`config.mk`:
```
export PLATFORM = sky130hd
export DESIGN_NAME = psmq_ctrl
export DESIGN_NICKNAME = d
export VERILOG_FILES = /design/src/rtl/psmq_pkg.sv /design/src/rtl/psmq_ctrl.sv
export SDC_FILE = /design/constraint.sdc
export NUM_CORES = 1
export LEC_CHECK = 0
export ABC_CLOCK_PERIOD_IN_PS = 850
export BUFFER_PORTS_ARGS = -buffer_cell sky130_fd_sc_hd__clkbuf_2
export CAP_MARGIN = 20
export CORE_AREA = 2 2 39 41
export DETAILED_ROUTE_END_ITERATION = 6
export DIE_AREA = 0 0 41 43
export PLACE_DENSITY_LB_ADDON = 0.2
export SETUP_SLACK_MARGIN = 0.1
export SLEW_MARGIN = 20
export SYNTH_ARGS = -nofsm -noshare
export SYNTH_HDL_FRONTEND = slang
export SYNTH_SLANG_ARGS = --single-unit
```
`constraint.sdc`:
```
create_clock -name clock -period 0.85 [get_ports clock]
set_input_delay 0.085 -clock clock [delete_from_list [all_inputs] [get_ports clock]]
set_output_delay 0.085 -clock clock [all_outputs]
set_load 0.005 [all_outputs]
```
`src/rtl/psmq_pkg.sv`:
```
// Package for the paced speech message queue: FSM state, result codes,
// register indexes, reset values and controller/datapath command structs.
// No dependencies.
package psmq_pkg;

   typedef enum logic [1:0] {
      S_IDLE,
      S_SPEED,
      S_MSG_START,
      S_MSG
   } state_type;

   typedef enum logic [1:0] {
      KIND_STATUS = 2'd0,
      KIND_MSG    = 2'd1,
      KIND_SPEED  = 2'd2
   } kind_type;

   typedef enum logic [1:0] {
      ENQ_ACCEPTED = 2'd0,
      ENQ_FULL     = 2'd1,
      ENQ_TOO_LONG = 2'd2
   } enq_status_type;

   typedef enum logic [2:0] {
      CFG_SPEED_ON_START   = 3'd0,
      CFG_START_TIME_MS    = 3'd1,
      CFG_STARTUP_DELAY_MS = 3'd2,
      CFG_SETTLE_MS        = 3'd3,
      CFG_BASE_SPEECH_MS   = 3'd4,
      CFG_PER_CHAR_MS      = 3'd5
   } cfg_index_type;

   localparam int CFG_INDEX_W = 3;
   localparam int DUR_W       = 19;

   localparam logic        RST_SPEED_ON_START   = 1'b1;
   localparam logic [15:0] RST_STARTUP_DELAY_MS = 16'd500;
   localparam logic [15:0] RST_SETTLE_MS        = 16'd300;
   localparam logic [15:0] RST_BASE_SPEECH_MS   = 16'd300;
   localparam logic [11:0] RST_PER_CHAR_MS      = 12'd180;

   // GB2312 lead / trail byte ranges
   localparam logic [7:0] GB_LO      = 8'hA1;
   localparam logic [7:0] GB_LEAD_HI = 8'hF7;
   localparam logic [7:0] GB_TRAIL_HI = 8'hFE;

   // Speed command "<S>3"
   function automatic logic [7:0] speed_byte(input logic [1:0] pos);
      logic [7:0] b;
      unique case (pos)
         2'd0:    b = 8'h3C;
         2'd1:    b = 8'h53;
         2'd2:    b = 8'h3E;
         default: b = 8'h33;
      endcase
      return b;
   endfunction

   typedef struct packed {
      logic take_byte;
      logic take_tick;
      logic msg_start;
      logic msg_send;
      logic speed_send;
   } ctrl_cmd_type;

   typedef struct packed {
      logic out_free;
      logic speed_go;
      logic msg_go;
      logic speed_done;
      logic msg_done;
   } ctrl_stat_type;

endpackage

```
`src/rtl/psmq_ctrl.sv`:
```
// Controller FSM for the paced speech message queue.
// Sequences ticks into speed-command and message streams.
// Depends on psmq_pkg.
module psmq_ctrl (
   input  logic                    clock,
   input  logic                    reset,
   input  logic                    req_valid,
   input  logic                    req_command,
   output logic                    req_ready,
   input  psmq_pkg::ctrl_stat_type stat,
   output psmq_pkg::ctrl_cmd_type  cmd
);

   psmq_pkg::state_type state_ff, state_in;
   logic                accept;

   assign accept = req_valid && req_ready;

   always_comb begin
      state_in = state_ff;
      unique case (state_ff)
         psmq_pkg::S_IDLE: begin
            if (accept && req_command) begin
               if (stat.speed_go) begin
                  state_in = psmq_pkg::S_SPEED;
               end else if (stat.msg_go) begin
                  state_in = psmq_pkg::S_MSG_START;
               end
            end
         end
         psmq_pkg::S_SPEED: begin
            if (stat.out_free && stat.speed_done) begin
               state_in = psmq_pkg::S_IDLE;
            end
         end
         psmq_pkg::S_MSG_START: begin
            state_in = psmq_pkg::S_MSG;
         end
         psmq_pkg::S_MSG: begin
            if (stat.out_free && stat.msg_done) begin
               state_in = psmq_pkg::S_IDLE;
            end
         end
         default: state_in = psmq_pkg::S_IDLE;
      endcase
   end

   always_comb begin
      req_ready      = 1'b0;
      cmd            = '0;
      unique case (state_ff)
         psmq_pkg::S_IDLE: begin
            req_ready     = stat.out_free;
            cmd.take_byte = req_valid && stat.out_free && !req_command;
            cmd.take_tick = req_valid && stat.out_free && req_command;
         end
         psmq_pkg::S_SPEED:     cmd.speed_send = stat.out_free;
         psmq_pkg::S_MSG_START: cmd.msg_start  = 1'b1;
         psmq_pkg::S_MSG:       cmd.msg_send   = stat.out_free;
         default: ;
      endcase
   end

   always_ff @(posedge clock) begin
      if (reset) begin
         state_ff <= psmq_pkg::S_IDLE;
      end else begin
         state_ff <= state_in;
      end
   end

endmodule

```
### Word level (Yosys, flattened, before mapping)

Cells that the tools add are included.

| storage, ports and cells | value |
|---|---|
| memory bits (read-only) | 0 |
| output and inout bits | 6 |
| latch bits | 0 |
| memories kept | 0 |
| flip-flop bits (word level) | 2 |
| logic and storage cells | 29 |
| bits in writable memories | 0 |
| input bits | 9 |

| operators by class | value |
|---|---|
| divide/modulo/power cells | 0 |
| equal/unequal tests | 7 |
| shift-type cells | 0 |
| mux-type cells | 11 |
| bitwise operators | 0 |
| add/sub/neg operators | 0 |
| reductions and logical operators | 10 |
| multipliers | 0 |
| order comparisons | 0 |

Operator list:

| cell | count |
|---|---|
| 2-bit 2-to-1 mux | 6 |
| 2-bit case mux with 4 select lines | 1 |
| 1-bit logical AND | 7 |
| 2-bit inequality test (second input constant) | 3 |
| 2-bit == test (second input constant) | 2 |
| 1-bit 2-to-1 mux | 4 |
| 4-bit AND reduction | 1 |
| 3-bit inequality test (second input constant) | 1 |
| 2-bit by 1-bit == test with 1-bit output (second input constant) | 1 |
| 2-bit logical NOT | 1 |
| 1-bit logical NOT | 1 |

### Logic depth before layout (Yosys ltp)

| depth | value |
|---|---|
| word-level depth | 6 |
| mapped depth | 3 |
| gate-level depth less buffers | 3 |

### Least setup slack after synthesis

OpenSTA, ideal clock, no wires.

| timing path | value |
|---|---|
| path type | flip-flop to flip-flop |
| start point | register state_ff[0] |
| end point | register state_ff[1] |
| required time | 0.785 ns |
| library setup time | 0.065 ns |
| cell stages (with the launch flop) | 4 |
| path buffers | 0 |
| setup slack | 0.009 ns |
| clock period less this slack | 0.841 ns |
| arrival | 0.777 ns |
| cells stage by stage | dfxtp_1 nor4b_2 a41oi_1 nor2_1 |

| between the ends | value |
|---|---|
| cells in the longest elaborated chain, start to end | 6 |
| elaborated cells between the ends (all ways) | 13 |
| those cells by class | eq/ne: 7; mux: 2; reduce/logical: 4 |

Ends and longest elaborated chain:

| item | line | text |
|---|---|---|
| from (decl) | psmq_ctrl.sv:14 | `psmq_pkg::state_type state_ff, state_in;` |
| from (signal assigned) | psmq_ctrl.sv:66 | `state_ff <= psmq_pkg::S_IDLE;` |
| from (signal assigned) | psmq_ctrl.sv:68 | `state_ff <= state_in;` |
| 2-bit logical NOT | psmq_ctrl.sv:21, psmq_ctrl.sv:51 |  |
| 1-bit 2-to-1 mux | psmq_ctrl.sv:51 | `unique case (state_ff)` |
| 1-bit logical AND | psmq_ctrl.sv:17 | `assign accept = req_valid && req_ready;` |
| 1-bit logical AND | psmq_ctrl.sv:23 | `if (accept && req_command) begin` |
| 2-bit inequality test (no line) | -- |  |
| 4-bit AND reduction (no line) | -- |  |

Parallel ways exist; a longest one is shown, timed or not.
A chain may end at the register's enable or synchronous reset.

==> impl_metrics.ini <==
[status]
run_status = finished with violations
failed_checks = setup timing

[clocking]
clkLatencyLatePin_ns = 0.22
cts-root-buf = clkbuf_4
cts_max_level = 1
cts_buffers = 3
cts.clk_slew.worst_paths_ns = 0.03
cts_tree = done
cts_buffer_depth = 2
clkSinkCount = 2
hold_buffers = 0

[worst_setup_path]
critical_path_arrival_ns = 1.00
cpMaxStageDelayCell = dfxtp_4
crit_path_end_kind = primary output
crit_required_ns = 0.76
slowest_delay_ns = 0.38
critPathLaunchType = flop
path_class = flop to primary output
crit_chain = buf_6 -> and2b_2 -> clkbuf_2
crit_fanout = 4

[layout]
drive_above_1_share = 0.7368
nets = 49
largest_reg_flops = 2
largestRegisters = state_ff x2
finalNonFillerCells = 54
area_delta_synth_final_pct = 122.7
largest_register = state_ff
diodes = 0

[global_routing]
grt_pass1_wl_um = 834
grt_pass1_vias = 206
grt.total_usage = 0.07415
grt_max_degree = 8
grt_overflow = 0
antenna_found_initial = 0

[timing]
drv_slew = 0
rsz0062_at_grt = yes
slew_headroom = 0.8672
skew_ns = 0.004074
setup_viol = 8
tns_ns = -1.348
min_period_ns = 1.090
hold_viol_final = 0
fin_crit_sh = 1.282
worst_slew_pin_slew_ns = 0.1984
final.setup.worst_slack_ns = -0.2399
max_freq_mhz = 917.6

[yosys]
synth-simple-area-share = 0.5210
synth.most_common_cell = nor2_1
syn_nets = 26
synth_area_per_cell_um2 = 8.758
synthTopCellsByCount = nor2_1, dfxtp_1
synth.top_cell.area_share = 0.2689
synth_fa_ha_area_frac = 0
synth_compound_area_frac = 0.1429
synthArstFlopShare = 0
yosysSeqAreaShare = 0.2689
yosys_warnings = 0
yosys-mux-area-fraction = 0.06723
ys.flop_type = dfxtp_1
yosys.area.top_type = dfxtp_1
synth_xor_area_frac = 0
synth.distinct_cells = 14
synth_top_family_by_area = simple AND/OR/NAND/NOR gates
synth_edf_count = 0
synth.ff_latch_count = 2
synth_cells = 17
netlist_top_cells_area = dfxtp_1, nor4b_2, nor2_1
syn_area_um2 = 148.9

[power_and_ir_drop]
swShare = 0.2340
power_frac_seq = 0.261
pwr-share-clk = 0.536
p_leak_nw = 0.1611
combPwrFrac = 0.203
irDropWorstVdd_mv = 0.8385
p_per_area_nw_per_um2 = 1155
switchingPower_mw = 0.08957
p_int_mw = 0.2932

[floorplan]
core_um2 = 1384
dieArea_um2 = 1763
start_util = 0.1076
die_x_um = 41
row_count = 14
die_h_um = 43
io_pins = 15

[placed_design]
dp.cells = 50
place_hpwl_um = 417.5
gp_routability_congestion = 0.6594
port_buffers = 14

[detailed_routing]
num_vias = 219
vias_per_cell = 4.056
drc = 0
drt-initial-drc-count = 3
finalWirelength_um = 572
dr.pass1.iters = 4
ant_nets = 0
route.detailed.wl_per_inst_um = 10.59

[hold_path]
min_path_type = input port to flop

[run]
maxCapViolations = 0
## power groups by stage
stage	Sequential (mW)	Clock, mW	Combinational, mW
floorplan	0.102	0	0.0218
global placement	0.102	0	0.0699
detailed placement	0.102	0	0.0671
CTS	0.0981	0.216	0.0696
global route	0.100	0.232	0.0866
finish	0.0998	0.205	0.0777
## kinds of logic after synthesis
group,after synthesis
and+or+nand+nor,11
AOI/OAI and AO/OA,3
DFF,2
muxes,1
## final timing paths
| kind | depth (start not counted) | slack, ns | start | endpoint |
|---|---|---|---|---|
| min reg2reg | 3 | 0.64 | state_ff[1] | state_ff[1] |
| max | 3 | -0.24 | state_ff[0] | cmd[2] |
| min | 3 | 0.17 | req_command | state_ff[0] |
| max reg2reg | 4 | -0.11 | state_ff[1] | state_ff[0] |
## placed cells by master (no fill, tap or decap), types with 2 or more instances in the layout
cell type	synthesis	final
nor2_1	3	2
clkbuf_4	0	3
buf_6	0	2
buf_2	0	3
dfxtp_4	0	2
clkbuf_2	0	10
buf_4	0	3
## stage by stage
stage	power, mW	util	worst slack (ns)	hold slack, ns	cell area (µm²)
floorplan	0.1233	-	0.04169	0.2384	148.9
global placement	0.1723	0.1890	-0.09831	0.3721	261.5
detailed placement	0.1692	0.1890	-0.1065	0.3820	261.5
CTS	0.3840	0.2161	-0.2421	0.1368	299.0
global route	0.4189	0.2396	-0.2996	0.1737	331.6
finish	0.3828	0.2396	-0.2399	0.1690	331.6
## layer usage
layer | vias up | share of wire | global-route usage
met2 | 18 | 0.37 | 0.07500
met3 | 0 | 0.19 | 0.06283
met5 | - | 0 | 0
met4 | 0 | 0 | 0.04000
li1 | 109 | - | -
met1 | 92 | 0.44 | 0.1022
## area by class of cell
| type | instances | area, µm² |
|---|---|---|
| flip-flops and latches | 2 | 47.55 |
| multi-input cells | 15 | 131.4 |
| clock buffers | 3 | 22.52 |
| fillers | 155 | 1052 |
| repair buffers | 18 | 110.1 |
| well taps | 16 | 20.02 |
## critical path: cells and delay by family (launching register included)
family,cells,cell delay (ns)
flops,1,0.38
simple gates,1,0.19
buf+inv,2,0.20
## timing repair
item / CTS / global route
pin swaps: 3 / 5
endpoints found under the setup margin: 8 / 8
resized for setup: 6 / 9
buffers inserted: 0 / 1
Power figures use the tool's default switching activity.
